### config.mk
export PLATFORM = sky130hd
export DESIGN_NAME = smu_decide
export DESIGN_NICKNAME = d
export VERILOG_FILES = /design/src/rtl/core/smu_pkg.sv /design/src/rtl/core/smu_decide.sv
export SDC_FILE = /design/constraint.sdc
export NUM_CORES = 1
export LEC_CHECK = 0
export BUFFER_PORTS_ARGS = -buffer_cell sky130_fd_sc_hd__buf_2
export CAP_MARGIN = 15
export CORE_AREA = 2 2 113 115
export DETAILED_ROUTE_END_ITERATION = 12
export DIE_AREA = 0 0 115 117
export PLACE_DENSITY = 0.7
export SYNTH_ARGS = -nofsm -noshare
export SYNTH_HDL_FRONTEND = slang
export SYNTH_SLANG_ARGS = --single-unit
### constraint.sdc
create_clock -name vclk -period 21.6
set_clock_uncertainty 0.05 [all_clocks]
set_input_delay 1.08 -clock vclk [all_inputs]
set_output_delay 1.08 -clock vclk [all_outputs]
set_load 0.01 [all_outputs]
### src/rtl/core/smu_pkg.sv
`default_nettype none
package smu_pkg;

   // lattice geometry
   localparam int MAX_ROWS   = 64;
   localparam int MAX_COLS   = 64;
   localparam int ROW_BITS   = $clog2(MAX_ROWS);
   localparam int COL_BITS   = $clog2(MAX_COLS);
   localparam int SIZE_BITS  = 7;
   localparam int ADDR_BITS  = ROW_BITS + COL_BITS;
   localparam int LAT_DEPTH  = 1 << ADDR_BITS;

   // acceptance compare width
   localparam int PROB_BITS  = 16;
   localparam int THR_BITS   = 16;
   localparam int THR_WORDS  = 4;
   localparam int THR_PER_WD = 4;
   localparam int DE_MAX     = THR_WORDS * THR_PER_WD;

   // commands
   localparam logic [1:0] CMD_UPDATE = 2'd0;
   localparam logic [1:0] CMD_WRITE  = 2'd1;
   localparam logic [1:0] CMD_READ   = 2'd2;

   // register indexes
   localparam logic [2:0] CSR_ROWS   = 3'd0;
   localparam logic [2:0] CSR_COLS   = 3'd1;
   localparam logic [2:0] CSR_VAC    = 3'd2;
   localparam logic [2:0] CSR_THR_A  = 3'd3;
   localparam logic [2:0] CSR_THR_B  = 3'd4;
   localparam logic [2:0] CSR_THR_C  = 3'd5;
   localparam logic [2:0] CSR_THR_D  = 3'd6;

   typedef logic [THR_WORDS-1:0][63:0] thr_bank_type;

   // outcome of one Metropolis decision
   typedef struct packed {
      logic signed [1:0] spin_new;
      logic              accepted;
      logic signed [5:0] energy_change;
   } decide_type;

endpackage
`default_nettype wire

### src/rtl/core/smu_decide.sv
`default_nettype none
module smu_decide (
   input  wire logic signed [1:0]  old_spin,
   input  wire logic signed [3:0]  nbr_sum,
   input  wire logic               step_bit,
   input  wire logic signed [4:0]  vacancy_cost,
   input  wire smu_pkg::thr_bank_type thresholds,
   input  wire logic [15:0]        accept_random,
   output smu_pkg::decide_type     decision
);
   import smu_pkg::*;

   logic signed [2:0] old_w;
   logic signed [2:0] new_w;
   logic signed [2:0] diff;
   logic signed [2:0] sq_diff;
   logic signed [6:0] coupling;
   logic signed [6:0] vac_term;
   logic signed [6:0] de;
   logic [3:0]        thr_idx;
   logic [63:0]       thr_word;
   logic [THR_BITS-1:0] thr;
   logic              acc;

   always_comb begin
      // proposal: old + 1 + step, cycled back into {-1,0,+1}
      old_w = 3'(old_spin);
      new_w = old_w + 3'sd1 + $signed({2'b00, step_bit});
      if (new_w > 3'sd1) begin
         new_w = new_w - 3'sd3;
      end
      diff    = new_w - old_w;
      sq_diff = 3'(new_w * new_w) - 3'(old_w * old_w);

      // energy change: coupling to neighbours plus vacancy term
      coupling = 7'(nbr_sum) * 7'(diff);
      vac_term = 7'(vacancy_cost) * 7'(sq_diff);
      de       = vac_term - coupling;

      // threshold lookup, clamped at the largest tabulated change
      if (de > 7'(DE_MAX)) begin
         thr_idx = 4'(DE_MAX - 1);
      end else begin
         thr_idx = 4'(de - 7'sd1);
      end
      thr_word = thresholds[thr_idx[3:2]];
      thr      = thr_word[thr_idx[1:0]*THR_BITS +: THR_BITS];

      if (de <= 7'sd0) begin
         acc = 1'b1;
      end else begin
         acc = (accept_random[PROB_BITS-1:0] < thr[PROB_BITS-1:0]);
      end

      decision.spin_new      = new_w[1:0];
      decision.accepted      = acc;
      decision.energy_change = de[5:0];
   end

endmodule
`default_nettype wire
==> reports/qor.tcl <==
set qor(rsz0062_at_grt) {no}
set qor(report.final.setup_viol) 0
set qor(final-seq-area_sq_um) 0
set qor(ios) 293
set qor(via_count) 5795
set qor(cp_data_required_time_ns) 20.47
set qor(startpoint_type) {primary input}
set qor(syn2layout_area_growth_pct) 35.9
set qor(dieArea_sq_mm) 0.0135
set qor(critical_path.max_stage_delay_ns) 0.73
set qor(arrival_ns) 11.67
set qor(wl_microns) 19000
set qor(timing.critical_path.to_type) {primary output}
set qor(critical_path.top_delay_family) {adder cells}
set qor(worstSetupPathType) {primary input to primary output}
set qor(detailedRoute.firstPassIterationCount) 5
set qor(flops_and_latches) 0
set qor(global_route_wire_length_before_repair_microns) 27900
set qor(globalRouteOverflowTotal) 0
set qor(number_of_maximum_capacitance_violations) 0
set qor(layout.nets) 1253
set qor(fin_tns_setup_ns) 0
set qor(grt_max_degree) 80
set qor(floorplan.initialDensity_pct) 35.6
set qor(drive_above_1_share_pct) 35.9
set qor(post_drt_wl_per_cell_microns) 17.9
set qor(dp_hpwl_microns) 15500
set qor(via_to_cell_ratio) 5.47
set qor(cts_hold_repair.buffers) 0
set qor(worst-path-buf-inv) 4
set qor(detailedRoute.firstIterationViolations) 458
set qor(area_of_the_core_region_sq_mm) 0.0123
set qor(critical-path-slowest-cell) {sky130_fd_sc_hd__nand2_1}
set qor(clock_buffers) 0
set qor(remaining_drc_errors) 0
set qor(run_status) {complete, no violations}
set qor(cp_common_cell) {sky130_fd_sc_hd__ha_1}
set qor(hold_path_class) {primary input to primary output}
set qor(worstPathMaxFanout) 24
set qor(chipWidth_microns) 115
set qor(postCtsResizedCells) 0
set qor(die_h_microns) 117
set qor(synth.yosys.warnings) 0
set qor(drt_antenna_net_count) 0
set qor(worst-slew-pin-transition_ns) 0.956
set qor(post-route-min-period_ns) 12.80
set qor(placer_s_final_routability_congestion_estimate) 0.866
set qor(postSynthAreaPerCell_sq_um) 6.65
set qor(final.fill_count) 1304
set qor(syn-cell-area_sq_mm) 0.00438
set qor(synth_sequential_area_ratio_pct) 0
set qor(syn_inst) 659
set qor(finalMaxSlewViolations) 0
set qor(final.period_utilization_pct) 59.3
set qor(first_global_vias) 5355
set qor(number_of_rows_created_at_floorplan) 41
set qor(numPortBuffers) 293
set qor(timing.max_slew.rel_slack_pct) 36.3
set qor(antenna_violations_before_repair) 3
set qor(final_standard_cell_utilization_of_the_core_pct) 48.3
set qor(max_freq_mhz) 78.1
set qor(postCtsSetupRepairBufs) 0
set qor(grt_use_total_pct) 26.0
set qor(synth_nets) 1002
set qor(hold_viol_final) 0
set qor(ys_types) 56
## layout by cell type (no fill, tap or decap), types with 3 or more instances in the layout
| master | count |
|---|---|
| sky130_fd_sc_hd__fa_1 | 19 |
| sky130_fd_sc_hd__a21o_1 | 10 |
| sky130_fd_sc_hd__a21oi_1 | 23 |
| sky130_fd_sc_hd__a221o_1 | 15 |
| sky130_fd_sc_hd__nor2b_1 | 6 |
| sky130_fd_sc_hd__xor2_4 | 3 |
| sky130_fd_sc_hd__o31ai_1 | 10 |
| sky130_fd_sc_hd__a311oi_1 | 33 |
| sky130_fd_sc_hd__a31oi_1 | 19 |
| sky130_fd_sc_hd__nand3_1 | 24 |
| sky130_fd_sc_hd__buf_4 | 10 |
| sky130_fd_sc_hd__nor3_1 | 3 |
| sky130_fd_sc_hd__mux4_2 | 3 |
| sky130_fd_sc_hd__inv_1 | 33 |
| sky130_fd_sc_hd__nand2_1 | 155 |
| sky130_fd_sc_hd__xnor2_2 | 4 |
| sky130_fd_sc_hd__and3_1 | 23 |
| sky130_fd_sc_hd__o2111ai_1 | 5 |
| sky130_fd_sc_hd__ha_1 | 39 |
| sky130_fd_sc_hd__o311a_1 | 8 |
| sky130_fd_sc_hd__nor2_1 | 59 |
| sky130_fd_sc_hd__a221oi_1 | 5 |
| sky130_fd_sc_hd__xor2_1 | 5 |
| sky130_fd_sc_hd__a211oi_1 | 10 |
| sky130_fd_sc_hd__mux2i_1 | 15 |
| sky130_fd_sc_hd__a41oi_1 | 5 |
| sky130_fd_sc_hd__nand4_1 | 10 |
| sky130_fd_sc_hd__xnor2_1 | 13 |
| sky130_fd_sc_hd__and2_1 | 12 |
| sky130_fd_sc_hd__buf_2 | 293 |
| sky130_fd_sc_hd__o211ai_1 | 9 |
## routing by layer
layer  track usage, %  up-vias  routed length [microns]
li1                 -     2906                        -
met1             33.1     2631                     7870
met2             46.0      224                     9240
met3             4.53       32                     1390
met4             6.27        2                      510
met5                0        -                       12
## tightest hold or removal path, cell delays in order
cell and delay [ns]:
sky130_fd_sc_hd__buf_2 0.08, sky130_fd_sc_hd__o21bai_1 0.09, sky130_fd_sc_hd__a31o_2 0.14, sky130_fd_sc_hd__buf_2 0.12
## cells by family after synthesis
| family | after synthesis | synth area share, % |
|---|---|---|
| other | 1 | 0.0856 |
| multiplexers | 20 | 5.74 |
| AO/OA/AOI/OAI | 164 | 29.0 |
| AND/OR/NAND/NOR | 301 | 30.3 |
| XOR/XNOR | 27 | 6.74 |
| adder cells (fa/ha/maj) | 59 | 20.1 |
| buffers and inverters | 87 | 7.94 |
## cell usage after synthesis, types with 8 or more instances
cell type	count	share of area (%)
sky130_fd_sc_hd__ha_1	40	11
sky130_fd_sc_hd__a311oi_1	33	6.6
sky130_fd_sc_hd__and2_1	12	1.7
sky130_fd_sc_hd__buf_2	8	0.91
sky130_fd_sc_hd__a221o_1	15	3.4
sky130_fd_sc_hd__o31ai_1	10	1.7
sky130_fd_sc_hd__clkbuf_1	36	3.1
sky130_fd_sc_hd__a211oi_1	10	1.7
sky130_fd_sc_hd__a21oi_1	23	2.6
sky130_fd_sc_hd__inv_1	33	2.8
sky130_fd_sc_hd__mux2i_1	15	3.4
sky130_fd_sc_hd__buf_1	8	0.69
sky130_fd_sc_hd__fa_1	19	8.7
sky130_fd_sc_hd__nor2_1	59	5.1
sky130_fd_sc_hd__o311a_1	8	1.8
sky130_fd_sc_hd__nand4_1	10	1.4
sky130_fd_sc_hd__a21o_1	10	1.7
sky130_fd_sc_hd__xnor2_1	16	3.2
sky130_fd_sc_hd__and3_1	23	3.3
sky130_fd_sc_hd__o211ai_1	9	1.5
sky130_fd_sc_hd__nand2_1	155	13
sky130_fd_sc_hd__a31oi_1	19	2.7
sky130_fd_sc_hd__nand3_1	24	2.7
## per-stage QoR
step	instances	area, sq um	hold slack, ns	setup slack, ns
after floorplan	659	4380	2.43	10.34
after global placement	1058	5950	2.55	9.06
after detailed placement	1058	5950	2.55	8.80
after CTS	1058	5950	2.55	8.78
after global routing	1059	5950	2.56	7.88
final	1060	5950	2.55	8.80
## path summary, 6_finish.rpt
check	slack, ns	start	cells after the start	end
setup / recovery	8.80	old_spin[0]	38	decision[6]
hold / removal	2.55	thresholds[240]	4	decision[6]
## area by class of cell
type	count	area, sq um	share of cell area, %
multi-input cells	572	4090	68.8
well taps	150	188	3.15
repair buffers	303	1540	25.9
inverters	33	124	2.08
diodes	2	5.00	0.0841
Power is not shown: default switching activity piles up to over one toggle a cycle in this logic, so the estimate is an artifact.
